--- config.mk ---
export PLATFORM = sky130hd
export DESIGN_NAME = motor_feedback_angle_tracker_top
export DESIGN_NICKNAME = d
export VERILOG_FILES = /design/src/rtl/mfat_pkg.sv /design/src/rtl/mfat_rec_ram.sv /design/src/rtl/mfat_scale.sv /design/src/rtl/motor_feedback_angle_tracker_top.sv
export SDC_FILE = /design/constraint.sdc
export NUM_CORES = 1
export LEC_CHECK = 0
export BUFFER_PORTS_ARGS = -buffer_cell sky130_fd_sc_hd__buf_2
export CORE_MARGIN = 3
export CORE_UTILIZATION = 63
export CTS_BUF_LIST = sky130_fd_sc_hd__clkbuf_4
export DETAILED_ROUTE_END_ITERATION = 7
export PLACE_DENSITY = 0.93
export SLEW_MARGIN = 20
export SYNTH_ARGS = -nofsm -noshare
export SYNTH_HDL_FRONTEND = slang
export SYNTH_HIERARCHICAL = 1
export SYNTH_SLANG_ARGS = --single-unit
--- constraint.sdc ---
create_clock -name clk_i -period 12.6 [get_ports clk_i]
set_input_delay 2.52 -clock clk_i [delete_from_list [all_inputs] [get_ports clk_i]]
set_output_delay 2.52 -clock clk_i [all_outputs]
set_load 0.005 [all_outputs]
--- src/rtl/mfat_pkg.sv ---
// mfat_pkg: shared types, constants and helper functions of the motor feedback angle tracker
// used by the record memory, the scaler and the top level; no dependencies
`default_nettype none

package mfat_pkg;

  localparam int unsigned NumMotors = 4;
  localparam int unsigned MotorIdxW = (NumMotors > 1) ? $clog2(NumMotors) : 1;

  localparam int unsigned InDataW  = 72;
  localparam int unsigned OutDataW = 136;
  localparam int unsigned ApbAddrW = 3;

  localparam int unsigned TotalW = 37;

  localparam logic [10:0] BaseIdReset      = 11'd513;
  localparam logic [7:0]  CalibFramesReset = 8'd50;
  localparam logic [7:0]  FrameCountMax    = 8'd255;

  localparam logic signed [23:0] TurnMax = 24'sh7FFFFF;
  localparam logic signed [23:0] TurnMin = 24'sh800000;

  localparam logic signed [16:0] JumpHi = 17'sd4096;
  localparam logic signed [16:0] JumpLo = -17'sd4096;

  localparam logic signed [TotalW-1:0] TotalMax = {1'b0, {(TotalW-1){1'b1}}};
  localparam logic signed [TotalW-1:0] TotalMin = {1'b1, {(TotalW-1){1'b0}}};

  typedef enum logic {
    RegBaseId      = 1'b0,
    RegCalibFrames = 1'b1
  } reg_idx_e;

  typedef struct packed {
    logic [7:0]         frame_count;
    logic [15:0]        last_position;
    logic [15:0]        zero_offset;
    logic signed [23:0] turn_count;
  } rec_t;

  typedef struct packed {
    logic                 we;
    logic [MotorIdxW-1:0] waddr;
    rec_t                 wdata;
  } rec_wr_t;

  // one unwrap step with saturating turn count
  function automatic logic signed [23:0] unwrap(input logic signed [23:0] turns,
                                                input logic [15:0] prev,
                                                input logic [15:0] now);
    logic signed [16:0] d;
    logic signed [23:0] r;
    d = $signed({1'b0, now}) - $signed({1'b0, prev});
    r = turns;
    if (d > JumpHi) begin
      if (turns != TurnMin) r = turns - 24'sd1;
    end else if (d < JumpLo) begin
      if (turns != TurnMax) r = turns + 24'sd1;
    end
    return r;
  endfunction

  // turns * 8192 + angle - offset, saturated to the total width
  function automatic logic [TotalW-1:0] calc_total(input logic signed [23:0] turns,
                                                   input logic [15:0] ang,
                                                   input logic [15:0] offs);
    logic signed [38:0] t;
    t = $signed({{2{turns[23]}}, turns, 13'd0}) + $signed({23'd0, ang})
        - $signed({23'd0, offs});
    if ((t[38:36] != 3'b000) && (t[38:36] != 3'b111)) begin
      return t[38] ? TotalMin : TotalMax;
    end
    return t[TotalW-1:0];
  endfunction

endpackage

`default_nettype wire

--- src/rtl/mfat_rec_ram.sv ---
// mfat_rec_ram: per-motor record memory, one write and one registered read port
// entries read as zero until first written; depends on mfat_pkg
`default_nettype none

module mfat_rec_ram (
  input  wire                      clk_i,
  input  wire                      rst_ni,
  input  mfat_pkg::rec_wr_t        wr_i,
  input  wire                      re_i,
  input  wire [mfat_pkg::MotorIdxW-1:0] raddr_i,
  output mfat_pkg::rec_t           rdata_o
);
  import mfat_pkg::*;

  rec_t                 mem [NumMotors];
  logic [NumMotors-1:0] vld_q;
  rec_t                 rdata_q;
  logic                 rvld_q;

  always_ff @(posedge clk_i) begin
    if (wr_i.we) begin
      mem[wr_i.waddr] <= wr_i.wdata;
    end
    if (re_i) begin
      rdata_q <= mem[raddr_i];
    end
  end

  always_ff @(posedge clk_i or negedge rst_ni) begin
    if (!rst_ni) begin
      vld_q  <= '0;
      rvld_q <= 1'b0;
    end else begin
      if (wr_i.we) begin
        vld_q[wr_i.waddr] <= 1'b1;
      end
      if (re_i) begin
        rvld_q <= vld_q[raddr_i];
      end
    end
  end

  assign rdata_o = rvld_q ? rdata_q : '0;

endmodule

`default_nettype wire

--- src/rtl/mfat_scale.sv ---
// mfat_scale: current field divided by -5, truncated toward zero
// reciprocal multiply; depends on mfat_pkg
`default_nettype none

module mfat_scale (
  input  wire signed [15:0] cur_i,
  output logic signed [13:0] scaled_o
);
  import mfat_pkg::*;

  logic [16:0] ext;
  logic [16:0] mag;
  logic [33:0] prod;
  logic [13:0] q;

  // |x| * 52429 >> 18 is exact floor(|x|/5) for |x| <= 32768
  always_comb begin
    ext  = {cur_i[15], cur_i};
    mag  = cur_i[15] ? (~ext + 17'd1) : ext;
    prod = 34'(mag) * 34'd52429;
    q    = prod[31:18];
    scaled_o = cur_i[15] ? $signed(q) : $signed(~q + 14'd1);
  end

endmodule

`default_nettype wire

--- src/rtl/motor_feedback_angle_tracker_top.sv ---
// motor_feedback_angle_tracker_top: frame decode, record read-modify-write, result register
// input accept to result valid passes the stage 1 and result registers; one item per cycle
// sustained while the output is not stalled, with a registered record read and a bypass register
// asynchronous active-low reset clears all records, the shared record and the pipeline
// config registers reset to base_id 513 and calib_frames 50; depends on mfat_pkg
`default_nettype none

module motor_feedback_angle_tracker_top (
  input  wire                            clk_i,
  input  wire                            rst_ni,
  // frame_id[10:0], data_byte0..data_byte6 from bit 11 up, zero fill to 72
  input  wire                            s_axis_tvalid,
  output logic                           s_axis_tready,
  input  wire [mfat_pkg::InDataW-1:0]    s_axis_tdata,
  // motor_index, id_ok, calibrating, angle, measured, scaled_current, hall,
  // total, shared total from bit 0 up, zero fill to 136
  output logic                           m_axis_tvalid,
  input  wire                            m_axis_tready,
  output logic [mfat_pkg::OutDataW-1:0]  m_axis_tdata,
  input  wire                            psel,
  input  wire                            penable,
  input  wire                            pwrite,
  input  wire [mfat_pkg::ApbAddrW-1:0]   paddr,
  input  wire [31:0]                     pwdata,
  output logic [31:0]                    prdata,
  output logic                           pready
);
  import mfat_pkg::*;

  logic [10:0] base_id_q;
  logic [7:0]  calib_frames_q;
  reg_idx_e    reg_sel;

  // input decode
  logic [10:0]          in_fid;
  logic [11:0]          id_diff;
  logic                 in_ok;
  logic [MotorIdxW-1:0] in_idx;
  logic                 accept;

  // stage 1
  logic                 s1_valid_q;
  logic                 s1_ok_q;
  logic [MotorIdxW-1:0] s1_idx_q;
  logic [15:0]          s1_ang_q;
  logic [15:0]          s1_meas_q;
  logic [15:0]          s1_cur_q;
  logic [7:0]           s1_hall_q;
  logic                 s1_adv;

  rec_t                 rd_rec;
  rec_t                 cur_rec;
  rec_t                 new_rec;
  rec_wr_t              wr;
  logic                 byp_vld_q;
  logic [MotorIdxW-1:0] byp_idx_q;
  rec_t                 byp_rec_q;

  logic                 calib;
  logic [TotalW-1:0]    total;
  logic [TotalW-1:0]    shared_total;
  logic signed [23:0]   shared_turn_d;
  logic signed [23:0]   shared_turn_q;
  logic [15:0]          shared_last_q;
  logic signed [13:0]   scaled;

  logic                 out_valid_q;
  logic [OutDataW-1:0]  out_data_q;
  logic [OutDataW-1:0]  out_data_d;

  // configuration port
  assign pready  = 1'b1;
  assign reg_sel = reg_idx_e'(paddr[2]);

  always_comb begin
    case (reg_sel)
      RegBaseId:      prdata = {21'd0, base_id_q};
      RegCalibFrames: prdata = {24'd0, calib_frames_q};
      default:        prdata = '0;
    endcase
  end

  always_ff @(posedge clk_i or negedge rst_ni) begin
    if (!rst_ni) begin
      base_id_q      <= BaseIdReset;
      calib_frames_q <= CalibFramesReset;
    end else if (psel && penable && pwrite && pready) begin
      case (reg_sel)
        RegBaseId:      base_id_q      <= pwdata[10:0];
        RegCalibFrames: calib_frames_q <= pwdata[7:0];
        default:        ;
      endcase
    end
  end

  // identifier decode and record read
  assign in_fid  = s_axis_tdata[10:0];
  assign id_diff = {1'b0, in_fid} - {1'b0, base_id_q};
  assign in_ok   = (in_fid >= base_id_q) && (id_diff < 12'(NumMotors));
  assign in_idx  = id_diff[MotorIdxW-1:0];

  assign s1_adv        = s1_valid_q && (!out_valid_q || m_axis_tready);
  assign s_axis_tready = !s1_valid_q || s1_adv;
  assign accept        = s_axis_tvalid && s_axis_tready;

  mfat_rec_ram u_ram (
    .clk_i   (clk_i),
    .rst_ni  (rst_ni),
    .wr_i    (wr),
    .re_i    (accept),
    .raddr_i (in_idx),
    .rdata_o (rd_rec)
  );

  always_ff @(posedge clk_i or negedge rst_ni) begin
    if (!rst_ni) begin
      s1_valid_q <= 1'b0;
    end else if (accept) begin
      s1_valid_q <= 1'b1;
    end else if (s1_adv) begin
      s1_valid_q <= 1'b0;
    end
  end

  always_ff @(posedge clk_i) begin
    if (accept) begin
      s1_ok_q   <= in_ok;
      s1_idx_q  <= in_idx;
      s1_ang_q  <= {s_axis_tdata[18:11], s_axis_tdata[26:19]};
      s1_meas_q <= {s_axis_tdata[34:27], s_axis_tdata[42:35]};
      s1_cur_q  <= {s_axis_tdata[50:43], s_axis_tdata[58:51]};
      s1_hall_q <= s_axis_tdata[66:59];
    end
  end

  // record update, bypass covers a write to the same entry at the read edge
  always_comb begin
    cur_rec = (byp_vld_q && (byp_idx_q == s1_idx_q)) ? byp_rec_q : rd_rec;
    calib   = s1_ok_q && (cur_rec.frame_count <= calib_frames_q);
    new_rec = cur_rec;
    if (cur_rec.frame_count != FrameCountMax) begin
      new_rec.frame_count = cur_rec.frame_count + 8'd1;
    end
    new_rec.last_position = s1_ang_q;
    if (calib) begin
      new_rec.zero_offset = s1_ang_q;
    end else begin
      new_rec.turn_count = unwrap(cur_rec.turn_count, cur_rec.last_position, s1_ang_q);
    end
    if (s1_ok_q && !calib) begin
      total = calc_total(new_rec.turn_count, s1_ang_q, cur_rec.zero_offset);
    end else begin
      total = '0;
    end
    wr.we    = s1_adv && s1_ok_q;
    wr.waddr = s1_idx_q;
    wr.wdata = new_rec;
    shared_turn_d = unwrap(shared_turn_q, shared_last_q, s1_ang_q);
    shared_total  = calc_total(shared_turn_d, s1_ang_q, 16'd0);
  end

  mfat_scale u_scale (
    .cur_i    (s1_cur_q),
    .scaled_o (scaled)
  );

  always_ff @(posedge clk_i or negedge rst_ni) begin
    if (!rst_ni) begin
      byp_vld_q     <= 1'b0;
      shared_turn_q <= '0;
      shared_last_q <= '0;
    end else begin
      if (wr.we) begin
        byp_vld_q <= 1'b1;
      end
      if (s1_adv) begin
        shared_turn_q <= shared_turn_d;
        shared_last_q <= s1_ang_q;
      end
    end
  end

  always_ff @(posedge clk_i) begin
    if (wr.we) begin
      byp_idx_q <= wr.waddr;
      byp_rec_q <= wr.wdata;
    end
  end

  // result register
  always_comb begin
    out_data_d = {4'd0, shared_total, total, s1_hall_q, scaled, s1_meas_q, s1_ang_q,
                  calib, s1_ok_q, (s1_ok_q ? 2'(s1_idx_q) : 2'd0)};
  end

  always_ff @(posedge clk_i or negedge rst_ni) begin
    if (!rst_ni) begin
      out_valid_q <= 1'b0;
    end else if (s1_adv) begin
      out_valid_q <= 1'b1;
    end else if (m_axis_tready) begin
      out_valid_q <= 1'b0;
    end
  end

  always_ff @(posedge clk_i) begin
    if (s1_adv) begin
      out_data_q <= out_data_d;
    end
  end

  assign m_axis_tvalid = out_valid_q;
  assign m_axis_tdata  = out_data_q;

endmodule

`default_nettype wire

==> summary.md, run 1 <==
| Metric | Value |
|---|---|
| Status | complete, no violations |
| Number of synthesized flops with an enable pin | 577 |
| Critical path class | register to register |
| Worst Skew | 0.0818 ns |
| Relative slew slack | 24.2% |
| Synth top cells by count | edfxtp_1 (577), inv_1 (283), ha_1 (244), nand2_1 (164), nor2_1 (130) |
| Synth Flop Type | edfxtp_1 |
| Cells after Synth | 2,969 |
| Core Area | 57,900 um2 |
| First-pass GRT wire length | 139,000 um |
| Clk_lat worst skew | 1.03 ns |
| Post-synthesis sequential area ratio | 51.3% |
| Post-CTS setup buffer count | 0 |
| Most instantiated library cell after synthesis | edfxtp_1 |
| TritonCTS Buffers | 158 |
| Worst Path Arrival | 10.78 ns |
| Cts repair resizes | 0 |
| CP max stage delay | 0.68 ns |
| Drc violations | 0 |
| Initial DRC count | 2,900 |
| Worst Path Max Fanout | 50 |
| Yosys top cell by area | edfxtp_1 |
| Fin crit share | 78.9% |
| Seq. cell area | 19,000 um2 |
| Gr usage total | 28.3% |
| Vias | 25,700 |
| Top cells by area, synth | edfxtp_1 (47%), ha_1 (8.2%), fa_1 (5.0%) |
| Pre-antenna DRT Iters | 7 |
| Netlist cell types | 98 |
| GRT overflow | 0 |
| Largest net degree at the start of global routing | 99 |
| Layout Nets | 3,767 |
| Async S/R FF share, synth | 10.4% |
| FP Rows | 88 |
| Worst path most repeated cell | buf_4 |
| Die footprint | 61,700 um2 |
| Synth Cell Area | 37,000 um2 |
| # fillers | 3,827 |
| Hold buffer count at CTS | 0 |
| Final slew viol count | 0 |
| Initial antenna violation count | 2 |
| Clock-pin slew on the worst setup and hold paths | 0.07 ns |
| Multi-input gate area | 16,500 um2 |
| Final Hold Fails | 0 |
| Clk sinks | 644 |
| Final Setup Violations | 0 |
| TNS Setup | 0 ns |
| Mean number of vias per cell | 6.10 |
| Worst setup SP type | register |
| Starting Density | 64.0% |
| Area growth syn-to-layout | 11.3% |
| Die span in x | 248 um |
| Yosys warning total | 6 |
| Die height | 248 um |
| Max Root-Sink Buffers | 3 |
| Worst setup startpoint | s1_idx_q[1] |
| Detail Route Antenna Nets | 0 |
| FF+latch count, synth | 644 |
| Worst Hold Class | register to register |
| Post-synth top area share | 46.8% |
| Average wire per standard cell | 20.9 um |
| Number of global-route vias before repair | 25,900 |
| FMAX | 101 MHz |
| Post-Route WL | 88,200 um |
| Routability cong. | 0.927 |
| Max capacitance violation total | 0 |
| CP Data Required Time | 13.43 ns |
| RSZ-0062 raised after global routing | no |
| Tightest Pin Transition | 1.14 ns |
| Avg Inst Size Synth | 12.5 um2 |
| Critical Path End Type | register |
| H-Tree Depth | 4 |
| Critical Path Slowest Stage Cell | buf_4 |
| Hold path start | s1_hall_q[1] |
| CTS Root Buffer Type | clkbuf_4 |
| Post-DP HPWL | 58,700 um |
| I/O Pins | 285 |
| Fin crit period | 9.95 ns |
| Port bufs | 230 |
| CTS tree | done |
| Crit Reg-Reg Startpoint | s1_idx_q[1] |
| Share of layout cells above drive strength 1 | 20.0% |
[routing by layer]
layer	wire, um	GRT usage [%]
met5	0	0
met4	2840	10.9
met3	7680	5.89
met2	42900	46.2
met1	34700	37.7
[cell usage in the layout, fill, tap and decap left out, types with 40 or more instances in the layout]
cell and instances:
edfxtp_1 577, dfrtp_1 62, buf_2 229, nand2_1 164, xnor2_1 118, fa_1 93
ha_1 244, nor3_1 52, inv_1 280, nand3_1 40, mux2i_1 66, a21o_1 104
a21oi_1 122, o21ai_0 104, clkbuf_4 235, xor2_1 72, nor2_1 129, mux4_2 64
nand2b_1 44, and2_1 84
[metrics by stage]
stage | cell area (um2) | setup slack, ns | cells | hold slack (ns) | utilization, %
final | 41200 | 2.65 | 4215 | 0.411 | 71.2
after global routing | 41200 | 1.92 | 4215 | 0.417 | 71.2
after CTS | 41100 | 2.29 | 4206 | 0.413 | 71.0
after detailed placement | 39000 | 2.37 | 3919 | 0.405 | 67.4
after global placement | 39000 | 2.41 | 3919 | 0.400 | 67.4
after floorplan | 37100 | 1.50 | 2998 | 0.400 | -
[state kept, by name, indices dropped and copies added (netlist names), 16 cells and up]
name,count
u_ram/rdata_q,64
s1_ang_q,16
s1_cur_q,16
shared_turn_q,24
m_axis_tdata,132
byp_rec_q,64
u_ram/mem,256
shared_last_q,16
s1_meas_q,16
[worst max-delay path: cells and delay by family, from the launching register on]
kind | cells | cell delay [ns]
muxes | 1 | 0.37
and+or+nand+nor | 11 | 2.59
AOI/OAI and AO/OA | 11 | 2.69
xor gates and xnor gates | 2 | 0.41
adders and majority gates | 3 | 1.12
buffers and inverters | 6 | 1.98
DFF | 1 | 0.53
[worst paths after layout]
path | endpoint | slack, ns | depth (start not counted)
max | m_axis_tdata[68] | 2.65 | 34
min | m_axis_tdata[51] | 0.41 | 0
max reg2reg | m_axis_tdata[68] | 2.65 | 34
min reg2reg | m_axis_tdata[51] | 0.41 | 0
max in group asynchronous | shared_turn_q[2] | 10.29 | 1
min in group asynchronous | shared_turn_q[12] | 1.60 | 1
[final cells by class]
class / count / share of cell area, %
Timing Repair Buffer: 269 / 3.62
Multi-Input combinational cell: 1959 / 40.1
Inverter: 284 / 2.60
Clock inverter: 52 / 0.874
Sequential cell: 644 / 46.1
Tap cell: 765 / 2.32
Antenna cell: 7 / 0.0425
Clock buffer: 235 / 4.28
[cells by family (layout without fill, tap and decap cells)]
| logic type | after synthesis | after routing | synth area share (%) |
|---|---|---|---|
| and+or+nand+nor | 710 | 710 | 10.2 |
| DFF | 644 | 644 | 51.3 |
| AOI/OAI and AO/OA | 526 | 526 | 9.50 |
| adders and majority gates | 337 | 337 | 13.3 |
| buffers and inverters | 395 | 840 | 4.49 |
| other | 4 | 40 | 0.0405 |
| muxes | 163 | 163 | 6.68 |
| xor gates and xnor gates | 190 | 190 | 4.49 |
Power of run 1 is not shown: default switching activity piles up to over one toggle a cycle in this logic, so the estimate is an artifact.
==> inputs of run 2 (changes only) <==
ABC_AREA = 1   (was unset)
clock period = 10 ns   (was 12.6 ns; I/O delays follow)
==> run 2 against run 1 <==
  * Final area grew 7.9%
  * Fmax rose by 15%
  * Count of clock-buffer cells in the layout up 4
  * Worst setup slack got worse by 1.3 ns
  * Critical path depth fell by 1
  * Sequential share of layout area down 3.4 points
  * Hold slack better by 0.0030 ns
  * Global-route usage is 2.6 points higher
  * Die area up 9.5%
  * Sequential cell count unchanged
==> summary.md, run 2 <==
| Metric | Value |
|---|---|
| Synth Cell Area | 40,600 um2 |
| Initial DRC count | 3,013 |
| Max reg flops | 256 |
| Area growth syn-to-layout | 9.45% |
| Port bufs | 230 |
| GRT overflow | 0 |
| Number of synthesized flops with an enable pin | 577 |
| Die span in x | 260 um |
| FMAX | 116 MHz |
| Synth top cells by count | nand2_1 (956), inv_1 (623), edfxtp_1 (577), nor2_1 (428), o21ai_0 (308) |
| Worst Hold Class | register to register |
| Max Root-Sink Buffers | 3 |
| Clk sinks | 644 |
| Post-DP HPWL | 72,600 um |
| Status | complete, no violations |
| Worst Path Max Fanout | 35 |
| Post-synthesis sequential area ratio | 46.8% |
| Clock-pin slew on the worst setup and hold paths | 0.06 ns |
| RSZ-0062 raised after global routing | no |
| Multi-input gate area | 18,200 um2 |
| TNS Setup | 0 ns |
| Fin crit period | 8.64 ns |
| Async S/R FF share, synth | 10.4% |
| Die height | 260 um |
| Max capacitance violation total | 0 |
| Tightest Pin Transition | 1.04 ns |
| Final slew viol count | 0 |
| Drc violations | 0 |
| Routability cong. | 0.977 |
| I/O Pins | 285 |
| Gr usage total | 30.9% |
| Share of layout cells above drive strength 1 | 15.0% |
| Yosys top cell by area | edfxtp_1 |
| CTS Root Buffer Type | clkbuf_4 |
| Worst Skew | 0.0780 ns |
| Hold buffer count at CTS | 0 |
| TritonCTS Buffers | 163 |
| Met3 WL | 8400 um |
| Relative slew slack | 30.6% |
| Cts repair resizes | 0 |
| Worst setup SP type | register |
| Final Hold Fails | 0 |
| Pre-antenna DRT Iters | 5 |
| First-pass GRT wire length | 165,000 um |
| Average wire per standard cell | 18.0 um |
| Post-CTS setup buffer count | 0 |
| Critical Path Slowest Stage Cell | edfxtp_1 |
| # fillers | 4,733 |
| Vias | 32,700 |
| Largest register by flop count | u_ram/mem |
| Cells after Synth | 4,519 |
| Final Setup Violations | 0 |
| Clk_lat worst skew | 1.03 ns |
| Avg Inst Size Synth | 8.99 um2 |
| Yosys warning total | 6 |
| Worst Path Arrival | 9.44 ns |
| Routed metal-1 wirelength | 41,000 um |
| Die footprint | 67,600 um2 |
| Largest net degree at the start of global routing | 94 |
| Detail Route Antenna Nets | 0 |
| Met2 WL post-DR | 51,500 um |
| Critical Path End Type | register |
| CP max stage delay | 0.57 ns |
| Post-synth top area share | 42.6% |
| CTS tree | done |
| Commonest non-fill, non-tap cell in the layout | nand2_1 |
| Starting Density | 64.1% |
| Mean number of vias per cell | 5.64 |
| Netlist cell types | 63 |
| Worst path most repeated cell | nand2_1 |
| Critical path class | register to register |
| Layout Nets | 5,269 |
| FF+latch count, synth | 644 |
| Synth Flop Type | edfxtp_1 |
| Most instantiated library cell after synthesis | nand2_1 |
| Uppermost routed layer | met5 |
| Fin crit share | 86.4% |
| Top cells by area, synth | edfxtp_1 (43%), nand2_1 (8.8%), ha_1 (7.5%) |
| FP Rows | 92 |
| H-Tree Depth | 4 |
| Seq. cell area | 19,000 um2 |
| CP Data Required Time | 10.80 ns |
| Most frequent cells in the layout | nand2_1 (955), inv_1 (620), edfxtp_1 (577) |
| Initial antenna violation count | 3 |
| Number of global-route vias before repair | 32,200 |
| Post-Route WL | 105,000 um |
| Core Area | 63,400 um2 |
run 2: final cells by class:
class | instances | area share, %
clock buffer | 239 | 4.03
sequential | 644 | 42.7
tap | 846 | 2.38
timing repair buffer | 267 | 3.22
multi-input combinational | 3045 | 41.0
antenna | 8 | 0.0450
inverter | 697 | 5.91
clock inverter | 49 | 0.681
run 2: path summary, 6_finish.rpt:
path	depth (start not counted)	endpoint	slack (ns)	start
worst max-delay path	33	m_axis_tdata[67]	1.36	s1_idx_q[1]
worst min-delay path	0	m_axis_tdata[25]	0.41	s1_meas_q[5]
worst max register to register	33	m_axis_tdata[67]	1.36	s1_idx_q[1]
worst min register to register	0	m_axis_tdata[25]	0.41	s1_meas_q[5]
max in group asynchronous	2	u_ram/rvld_q	8.07	rst_ni
min in group asynchronous	1	shared_turn_q[7]	0.84	rst_ni
run 2: routing by layer:
| layer | vias to the layer above | global-route usage, % |
|---|---|---|
| met5 | - | 0 |
| met4 | 4 | 13.6 |
| met3 | 265 | 6.09 |
| met2 | 1476 | 52.8 |
| met1 | 15400 | 38.3 |
| li1 | 15600 | - |
run 2: metrics by stage:
step                      instances  instance area [um2]  hold WS, ns  setup WS [ns]  util (%)
after global routing           5795                44500        0.425          0.757      70.1
after floorplan                4548                40800        0.400          0.846         -
after CTS                      5787                44500        0.415           1.44      70.1
final                          5795                44500        0.414           1.36      70.1
after global placement         5499                42400        0.400           1.70      66.8
after detailed placement       5499                42400        0.405           1.51      66.8
run 2: cells by family (layout without fill, tap and decap cells):
kind of cell / count (synthesis) / count (layout) / synth area share, %
AND/OR/NAND/NOR: 1816 / 1816 / 19.1
buffers and inverters: 859 / 1252 / 8.77
AO/OA/AOI/OAI: 673 / 673 / 9.11
flip-flops: 644 / 644 / 46.8
adder cells (fa/ha/maj): 337 / 337 / 12.1
XOR/XNOR: 149 / 149 / 3.21
multiplexers: 37 / 37 / 0.930
other: 4 / 41 / 0.0369
run 2: critical path: cells and delay by family (launching register included):
family                   cells  cell delay, ns
multiplexers                 1            0.38
buffers and inverters        4            0.79
flip-flops                   1            0.57
AO/OA/AOI/OAI                8            1.62
adder cells (fa/ha/maj)      4            1.47
XOR/XNOR                     3            1.04
AND/OR/NAND/NOR             13            2.53
Power of run 2 is left out for the same reason.
